<file path="src/sv/assert_macros.svh">
// Assertion macros used by the controller (flc_ctrl) of the function lookup cache.
// Depends on nothing; included by modules that assert.
`ifndef ASSERT_MACROS_SVH
`define ASSERT_MACROS_SVH
`ifndef ASSERT_OFF
`define ASSERT_IMPL(label, clk, rst, prop) \
  label: assert property (@(posedge clk) disable iff (rst) prop) else $error("assertion failed");
`define ASSERT_NEXT(label, clk, rst, ante, cons) \
  label: assert property (@(posedge clk) disable iff (rst) (ante) |=> (cons)) else $error("assertion failed");
`else
`define ASSERT_IMPL(label, clk, rst, prop)
`define ASSERT_NEXT(label, clk, rst, ante, cons)
`endif
`endif

</file>
<file path="src/sv/flc_pkg.sv">
// Package of the function lookup cache: default sizes, commands, states, control structs.
// Depends on nothing.
`default_nettype none
package flc_pkg;
  localparam int CACHE_SLOTS_DEF = 20;
  localparam int MAX_FUNCS_DEF = 64;
  localparam int MAX_OBJECTS_DEF = 16;
  localparam logic [31:0] STAMP_CEILING = 32'h7FFF_FFFF;
  localparam logic [31:0] SIGN_BIAS = 32'h8000_0000;

  typedef enum logic [1:0] {
    CMD_LOOKUP = 2'd0,
    CMD_WRITE  = 2'd1,
    CMD_COUNT  = 2'd2,
    CMD_NONE   = 2'd3
  } command_t;

  typedef enum logic [3:0] {
    ST_IDLE, ST_MOD, ST_PROBE_RD, ST_PROBE, ST_SCAN_RD, ST_SCAN, ST_INSERT, ST_HIT, ST_OUT
  } state_t;

  typedef struct packed {
    logic load;       // capture request
    logic mod_step;   // one step of hash mod slots
    logic probe_init;
    logic probe_adv;
    logic scan_init;
    logic scan_adv;
    logic do_write;
    logic do_count;
    logic do_insert;
    logic do_hit;
    logic set_miss;
  } ctrl_t;

  typedef struct packed {
    logic mod_done;
    logic slot_empty;
    logic slot_match;
    logic probe_last;
    logic scan_end;
    logic scan_match;
    logic is_lookup;
    logic is_write;
    logic is_count;
  } stat_t;
endpackage
`default_nettype wire

</file>
<file path="src/sv/flc_ctrl.sv">
// Controller state machine of the function lookup cache.
// Depends on flc_pkg and assert_macros.svh.
`default_nettype none
`include "assert_macros.svh"
module flc_ctrl import flc_pkg::*; (
  input  wire logic clk,
  input  wire logic rst,
  input  wire logic in_valid,
  output logic in_ready,
  output logic out_valid,
  input  wire logic out_ready,
  input  wire stat_t st,
  output ctrl_t ctl
);
  state_t state, state_next;

  always_ff @(posedge clk) begin
    if (rst) state <= ST_IDLE;
    else state <= state_next;
  end

  always_comb begin
    state_next = state;
    ctl = '0;
    in_ready = 1'b0;
    out_valid = 1'b0;
    unique case (state)
      ST_IDLE: begin
        in_ready = 1'b1;
        if (in_valid) begin
          ctl.load = 1'b1;
          state_next = ST_MOD;
        end
      end
      ST_MOD: begin
        priority if (!st.is_lookup) begin
          ctl.do_write = st.is_write;
          ctl.do_count = st.is_count;
          state_next = ST_IDLE;
        end else if (st.mod_done) begin
          ctl.probe_init = 1'b1;
          state_next = ST_PROBE_RD;
        end else begin
          ctl.mod_step = 1'b1;
        end
      end
      ST_PROBE_RD: state_next = ST_PROBE;
      ST_PROBE: begin
        priority if (st.slot_empty) begin
          ctl.scan_init = 1'b1;
          state_next = ST_SCAN_RD;
        end else if (st.slot_match) begin
          ctl.do_hit = 1'b1;
          state_next = ST_OUT;
        end else begin
          ctl.probe_adv = 1'b1;
          if (st.probe_last) begin
            ctl.scan_init = 1'b1;
            state_next = ST_SCAN_RD;
          end
        end
      end
      ST_SCAN_RD: begin
        if (st.scan_end) begin
          ctl.set_miss = 1'b1;
          state_next = ST_OUT;
        end else begin
          state_next = ST_SCAN;
        end
      end
      ST_SCAN: begin
        if (st.scan_match) begin
          ctl.do_insert = 1'b1;
          state_next = ST_OUT;
        end else begin
          ctl.scan_adv = 1'b1;
          state_next = ST_SCAN_RD;
        end
      end
      ST_OUT: begin
        out_valid = 1'b1;
        if (out_ready) state_next = ST_IDLE;
      end
      default: state_next = ST_IDLE;
    endcase
  end

  `ASSERT_NEXT(a_out_hold, clk, rst, out_valid && !out_ready, out_valid)
  `ASSERT_IMPL(a_excl, clk, rst, !(in_ready && out_valid))
  `ASSERT_NEXT(a_hit_out, clk, rst, ctl.do_hit || ctl.do_insert, out_valid)
endmodule
`default_nettype wire

</file>
<file path="config.mk">
export PLATFORM = sky130hd
export DESIGN_NAME = flc_ctrl
export DESIGN_NICKNAME = d
export VERILOG_FILES = /design/src/sv/flc_pkg.sv /design/src/sv/flc_ctrl.sv
export VERILOG_INCLUDE_DIRS = /design/src /design/src/sv
export SDC_FILE = /design/constraint.sdc
export NUM_CORES = 1
export LEC_CHECK = 0
export ABC_AREA = 1
export BUFFER_PORTS_ARGS = -buffer_cell sky130_fd_sc_hd__buf_2
export CAP_MARGIN = 25
export CORE_AREA = 2 2 39 41
export CTS_CLUSTER_SIZE = 8
export DETAILED_ROUTE_END_ITERATION = 10
export DIE_AREA = 0 0 41 43
export MAX_ROUTING_LAYER = met4
export PLACE_DENSITY_LB_ADDON = 0.08
export SLEW_MARGIN = 15
export SYNTH_ARGS = -nofsm -noshare
export SYNTH_HDL_FRONTEND = slang
export SYNTH_SLANG_ARGS = --single-unit
export TNS_END_PERCENT = 50
</file>
<file path="constraint.sdc">
create_clock -name clk -period 1.7 [get_ports clk]
set_input_delay 0.51 -clock clk [delete_from_list [all_inputs] [get_ports clk]]
set_output_delay 0.51 -clock clk [all_outputs]
set_load 0.005 [all_outputs]
</file>
# Word level (Yosys, flattened, before mapping)
# Cells that the tools add are included.
[word_totals]
regBits = 4
in_bits = 13
[classes]
eq_ne = 10
n_mux = 34
reduce_logical = 2
[op_table]
columns = ["operator", "count"]
rows = [
  ["4-bit two-way mux", 9],
  ["4-bit one-hot mux with 7 select lines", 1],
  ["1-bit two-way mux", 18],
  ["2-bit two-way mux", 6],
  ["4-bit by 2-bit equality test with 1-bit output, second input constant", 2],
  ["4-bit by 3-bit equality test with 1-bit output, second input constant", 2],
  ["4-bit by 1-bit equality test with 1-bit output, second input constant", 1],
  ["4-bit equality test, second input constant", 1],
  ["4-bit logical NOT", 1],
  ["2-bit inequality test, second input constant", 2],
  ["4-bit inequality test, second input constant", 1],
  ["4-bit AND reduction", 1],
  ["3-bit inequality test, second input constant", 1],
]

# Logic depth before layout (Yosys ltp)
# Gate-level depths: netlist of the first run.
[logic_depth]
ltp_word = 4
depth_mapped = 8
depth_no_buf = 8

# Worst setup path after synthesis of the first run
# Ideal clock, no wire load.
[synth_timing]
path_kind = "reg2out"
start = "register state[0]"
end = "output port ctl[3] (netlist name)"
t_arrival_ps = 859
required_time_ps = 1190
setup_slack_ps = 331
stages_incl_launch_ff = 5
n_path_buf = 0
path_cell_list = "dfxtp_1 > inv_2 > nor2_4 > nand2_2 > nor3b_1"
[synth_rtl]
columns = ["element", "line_no", "rtl"]
rows = [
  ["start, declared", "flc_ctrl.sv:15", "state_t state, state_next;"],
  ["start signal, assigned", "flc_ctrl.sv:19", "else state <= state_next;"],
  ["end, declared", "flc_ctrl.sv:13", "output ctrl_t ctl"],
]

==> results.md, run 1 <==
* Total Routed Length at approximately 1100 um
* CTS Buf Count at 3
* Sw frac at between 30% and 40%
* Largest net degree at the start of global routing at 9
* Post-route ant nets at 0
* Failing checks: setup timing
* Worst path max stage delay at about 0.33 ns
* Setup crit start: state[3]$_SDFFE_PP0P_
* Post-synthesis sequential area ratio at between 10% and 20%
* Initial antenna violation count at 0
* Total power at around 0.00044 W
* DR vias/cell at about 4.6
* NetSw at between 0.00015 and 0.0002 W
* Final Util at 48.37%
* Biggest regs: state: 4 flops
* WP data arrival at approximately 1.2 ns
* Initial Util at between 30% and 40%
* Total gr overflow at 0
* Cell Int Power at about 0.00028 W
* First-pass GRT wire length at about 1600 um
* IO Pins at 26
* Clock Latency Late Sink at 0.23 ns
* IO Port Bufs at 25
* Critical path required time at about 1.2 ns
* Synthesis-to-finish area growth at 53.30%
* Clock-pin slew on the worst setup and hold paths at 0.04 ns
* Syn. warnings at 0
* Share of layout cells above drive strength 1 at between 40% and 50%
* RR Startpoint: state[3]$_SDFFE_PP0P_
* Max reg flops at 4
* CTS tree: yes
* Biggest register: state
* NumNets Final at approximately 120
* Class of the worst hold path: in -> reg
* Clock group share of total power at 26.6%
* Seq pwr share at between 20 and 30%
* Slew headroom at 83.34%
* Post-Syn Area at 436.7 um2
* Status: finished with violations
* Leakage at 0.4163 nW
* Core Box Area at 1384 um2
* Max Freq at 585.0 MHz
* Crit end category: output pin
* Worst setup margin at -0.009494 ns
* Most frequent cells in the layout: buf_2 (25), inv_1 (17), nand2_1 (10)
* Remaining DRCs at 0
* Setup violators final at 4
* Post-Synthesis Cells at 73
* Number of DRC markers in iteration 0 at 8
* Post-detail-place hpwl at 862.6 um
* Most common cell after layout, fill and taps aside: buf_2
* Combinational share of power at about 45%
* Avg Cell Area, Syn at ~6 um2
* N_diodes at 0
* Avg WL per Cell at 8.783 um
* Fill count at approximately 160
* Slowest CP cell: dfxtp_2
* Post-Route Setup TNS at -0.01838 ns
* Final period util at 100.6%
* # H-tree levels at 1
* Total GRT Usage at between 10% and 20%
* Synth Register Bits at 4
* Critical path fanouts, max at 8
* RSZ-0062 raised after global routing: true
* Routability congestion estimate at ~0.78
* Min Tclk post-route at about 1.7 ns
* Die H at approximately 43 um
* Max clock buf depth at 2
* Hold Fails Final Rpt at 0
* Clock sinks at 4
* Syn nets at 86
* Cts-stage hold buffer count at 0
* VDD IR max at 0.3194 mV
* Worst hold start: rst
* Post-synthesis cell type count at 18
* Finished Layout Cells at 120
* Crit-path cells: nor2_4, buf_6, nand4_1, inv_1, buf_2
* DR vias at 547
* Setup Crit Path Kind: reg -> out
* Pwr Density at about 660 nW/um2
* Die Width at roughly 41 um
* Max Cap Viol at 0
* Worst setup SP type: register
* Slew Viols, Final at 0
* Row count at 14
* Inst Count DP at 113
* CTS root buffer: clkbuf_4
* DIE AREA at 1763 um2
* Drt first pass iters at 2
* Worst clock skew at 0.0001493 ns
* Worst Tran Pin Value at 0.2492 ns
* Vias in the first global route at about 430
-- area by class of cell --
class	count	area (um2)	area share, %
Timing Repair Buffer	29	166.4	24.86
Inverter	18	70.07	10.47
Sequential cell	4	87.58	13.08
Clock buffer	3	22.52	3.364
Multi-Input combinational cell	50	302.8	45.23
Tap cell	16	20.02	2.991
-- per-stage QoR --
stage	hold WS, ns	worst slack (ns)	cell area (um2)
finish	0.4722	-0.009494	669.4
global route	0.4878	-0.1014	669.4
CTS	0.4726	-0.01339	629.4
detailed placement	0.6415	0.1238	570.5
global placement	0.6438	0.1635	570.5
floorplan	0.5791	0.3305	436.7
-- critical path, delay by kind of cell (launching register included) --
family	cells	cell delay, ns
buffers and inverters	3	0.32
and+or+nand+nor	2	0.31
DFF	1	0.33
-- final timing paths --
kind,to,slack (ns),cells after the start
setup / recovery,ctl[1],-0.009,5
hold / removal,state[3]$_SDFFE_PP0P_,0.47,2
setup reg to reg,state[0]$_SDFFE_PP0P_,0.41,7
hold reg to reg,state[3]$_SDFFE_PP0P_,0.59,3
-- metal layers --
layer  up-vias  part of all wire (%)  GRT usage [%]
met5         -                     0              -
met4         0                   1.2          4.000
met3         2                   6.0          3.141
met2        15                    49          19.38
met1       235                    44          18.59
li1        295                     -              -
-- synth_stat cells, drive strengths merged --
cell type / count / area share, %
nand3: 11 / 15
a21oi: 3 / 3.4
and3: 1 / 1.4
nand4: 4 / 5.7
inv: 18 / 15
nor4: 1 / 1.4
nand2: 12 / 11
nand3b: 1 / 1.7
dfxtp: 4 / 18
nor2: 14 / 19
nor3: 1 / 1.1
buf: 1 / 2.6
nor3b: 2 / 3.4
-- cell families after synthesis --
family / synth area share (%)
buffers and inverters: 18.05
DFF: 18.34
AOI/OAI and AO/OA: 3.437
and+or+nand+nor: 60.17
-- repair_timing --
| action | CTS | global route |
|---|---|---|
| endpoints found under the setup margin | 4 | 12 |
| gates cloned | 0 | 0 |
| resized for setup | 4 | 10 |
| pin swaps | 3 | 2 |
| setup buffers | 4 | 0 |
-- power by group through the flow --
stage                     Clock [W]  Combinational, W  Sequential [W]
final                      0.000118          0.000199        0.000127
after global routing       0.000126          0.000223        0.000130
after CTS                  0.000121          0.000185        0.000126
after detailed placement          0          0.000170        0.000124
after global placement            0          0.000168        0.000124
after floorplan                   0          0.000119        0.000120
(Power assumes the default switching activity.)
==> inputs of run 2 (changes only) <==
--- a/config.mk
+++ b/config.mk
@@ -6,7 +6,6 @@
 export SDC_FILE = /design/constraint.sdc
 export NUM_CORES = 1
 export LEC_CHECK = 0
-export ABC_AREA = 1
 export BUFFER_PORTS_ARGS = -buffer_cell sky130_fd_sc_hd__buf_2
 export CAP_MARGIN = 25
 export CORE_AREA = 2 2 39 41
@@ -14,7 +13,7 @@
 export DETAILED_ROUTE_END_ITERATION = 10
 export DIE_AREA = 0 0 41 43
 export MAX_ROUTING_LAYER = met4
-export PLACE_DENSITY_LB_ADDON = 0.08
+export PLACE_DENSITY = 0.65
 export SLEW_MARGIN = 15
 export SYNTH_ARGS = -nofsm -noshare
 export SYNTH_HDL_FRONTEND = slang
==> results.md, run 2 <==
* Class of the worst hold path: in -> reg
* Clock sinks at 4
* Die H at 43 um
* Clock Latency Late Sink at 0.23 ns
* Synth cell count leaders: nor2_1 (9), a21oi_1 (4), and2_1 (4), dfxtp_1 (4)
* Hold Fails Final Rpt at 0
* Leakage at ~0.35 nW
* Slowest CP cell: dfxtp_4
* # H-tree levels at 1
* Max Freq at 567.9 MHz
* Cell with the most instances after synthesis: nor2_1
* Hold_ws at between 0.5 and 0.6 ns
* Max reg flops at 4
* Worst setup margin at -0.06099 ns
* Initial antenna violation count at 0
* Clock-pin slew on the worst setup and hold paths at roughly 0.040 ns
* Vias in the first global route at around 480
* Initial Util at between 30% and 40%
* R2r worst-path depth at 5
* Design Area, Final at 720.7 um2
* Core Box Area at 1384 um2
* Drt first pass iters at 4
* Min Tclk post-route at about 1.8 ns
* Largest net degree at the start of global routing at 11
* Avg WL per Cell at 12.76 um
* Share of the synthesized area in the top cell type at 17.20%
* Async SR Flop Fraction at 0%
* Biggest regs: state: 4 flops
* Synthesis-to-finish area growth at 54.84%
* R2R Setup Slk at around 0.30 ns
* CTS Buf Count at 3
* Main synth FF type: dfxtp_1
* Remaining DRCs at 0
* Max Cap Viol at 0
* Post-synthesis cell type count at 30
* Synth Register Bits at 4
* Worst clock skew at about 0.0021 ns
* Status: finished with violations
* Ranking of synthesized cells by area: dfxtp_1 (17%), nor2_1 (7.3%), buf_6 (7.3%)
* Syn. warnings at 0
* Final period util at 103.6%
* WP data arrival at 1.25 ns
* Max clock buf depth at 2
* Setup violators final at 8
* Post-synth EDFFs at 0
* Worst Tran Pin Value at between 0.2 and 0.3 ns
* Setup Crit Path Kind: reg -> out
* DP Area at around 600 um2
* Cts-stage hold buffer count at 0
* Worst hold start: rst
* IO Pins at 26
* Min-Delay Endpoint: state[1]$_SDFFE_PP0P_
* Routability congestion estimate at 0.8158
* DR vias at 541
* Crit end category: output pin
* Critical path fanouts, max at 6
* Avg Cell Area, Syn at around 8.0 um2
* Area leader, netlist: dfxtp_1
* Row count at 14
* VDD IR max at around 0.26 mV
* Failing checks: setup timing
* Post-Synthesis Cells at between 50 and 60
* Post-detail-place hpwl at 878.1 um
* DR vias/cell at approximately 5
* Worst path max stage delay at 0.36 ns
* Setup WS pre-CTS at 0.08533 ns
* Pwr Density at 468.3 nW/um2
* WHS Path Cells at 4
* Total gr overflow at 0
* Share of layout cells above drive strength 1 at 57.61%
* RSZ-0062 raised after global routing: true
* Fill count at ~140
* Total GRT Usage at 16.53%
* Number of DRC markers in iteration 0 at 12
* Most common cell after layout, fill and taps aside: buf_2
* Total Routed Length at between 1000 and 1500 um
* Most frequent cells in the layout: buf_2 (24), buf_4 (7), nor2_1 (6)
* CTS root buffer: clkbuf_4
* NumNets Final at 107
* Die Width at 41 um
* CTS tree: yes
* RR Startpoint: state[3]$_SDFFE_PP0P_
* DIE AREA at around 1800 um2
* Post-route ant nets at 0
* Setup crit start: state[1]$_SDFFE_PP0P_
* Crit-path cells: and2b_4, nand2_2, nor2_2, and2_1, buf_2
* Worst reg2reg path endpoint: state[3]$_SDFFE_PP0P_
* Worst setup SP type: register
* Biggest register: state
* Slew Viols, Final at 0
* IO Port Bufs at 25
* First-pass GRT wire length at between 1500 and 2000 um
* Post-synthesis sequential area ratio at 17.20%
* Slew headroom at around four fifths
* Post-Syn Area at 465.4 um2
* Syn nets at 71
* Critical path required time at approximately 1.2 ns
* N_diodes at 0
==> run 2: worst max-delay path, delay by kind of cell, from the launching register on <==
family | cells | cell delay, ns
buffers and inverters | 1 | 0.10
DFF | 1 | 0.36
and+or+nand+nor | 4 | 0.55
==> run 2: worst max path at each step <==
stage | endpoint | slack, ns
after global routing | ctl[3] | -0.14
after detailed placement | ctl[3] | 0.09
after global placement | ctl[3] | 0.10
final | ctl[3] | -0.06
after floorplan | ctl[10] | 0.18
after CTS | ctl[3] | -0.08
==> run 2: report_power, final <==
part | switching, W | total (W) | internal (W)
Clock | 0.0000396 | 0.000119 | 0.0000790
Sequential | 0.00000777 | 0.000104 | 0.0000961
Combinational | 0.0000515 | 0.000115 | 0.0000635
==> run 2: area by class of cell <==
type,count,area [um2],area share [%]
flip-flops and latches,4,91.34,12.67
well taps,16,20.02,2.778
inverters,3,11.26,1.563
clock buffers,3,22.52,3.125
multi-input cells,47,357.8,49.65
repair buffers,35,217.7,30.21
==> run 2: timing repair <==
action                                  in CTS  in global routing
endpoints found under the setup margin      12                 11
gates resized for setup                      8                 10
pin swaps                                    4                  5
buffers inserted                             2                  4
endpoints found under the hold margin        0                  0
==> run 2: kinds of logic (layout without fill, tap and decap cells) <==
group | Yosys count | in the layout | synth area share, %
AOI/OAI and AO/OA | 12 | 12 | 15.59
DFF | 4 | 4 | 17.20
buffers and inverters | 7 | 41 | 11.29
and+or+nand+nor | 34 | 34 | 53.77
muxes | 1 | 1 | 2.151
==> run 2: per-layer routing <==
metal / global-route usage, % / share of wire [%]
met1: 21.41 / 44
met2: 24.69 / 52
met3: 4.712 / 4.0
met4: 4.000 / 0
met5: - / 0
==> run 2: stage by stage <==
| stage | power, W | TNS, ns | utilization, % | instances |
|---|---|---|---|---|
| 6_report | 0.0003375 | -0.2544 | 52.08 | 108 |
| 2_1_floorplan | 0.0001581 | 0 | - | 58 |
| 5_1_grt | 0.0003629 | -0.8785 | 52.08 | 108 |
| 3_3_place_gp | 0.0001957 | 0 | 43.31 | 99 |
| 4_1_cts | 0.0003254 | -0.2297 | 47.56 | 104 |
| 3_5_place_dp | 0.0001963 | 0 | 43.31 | 99 |
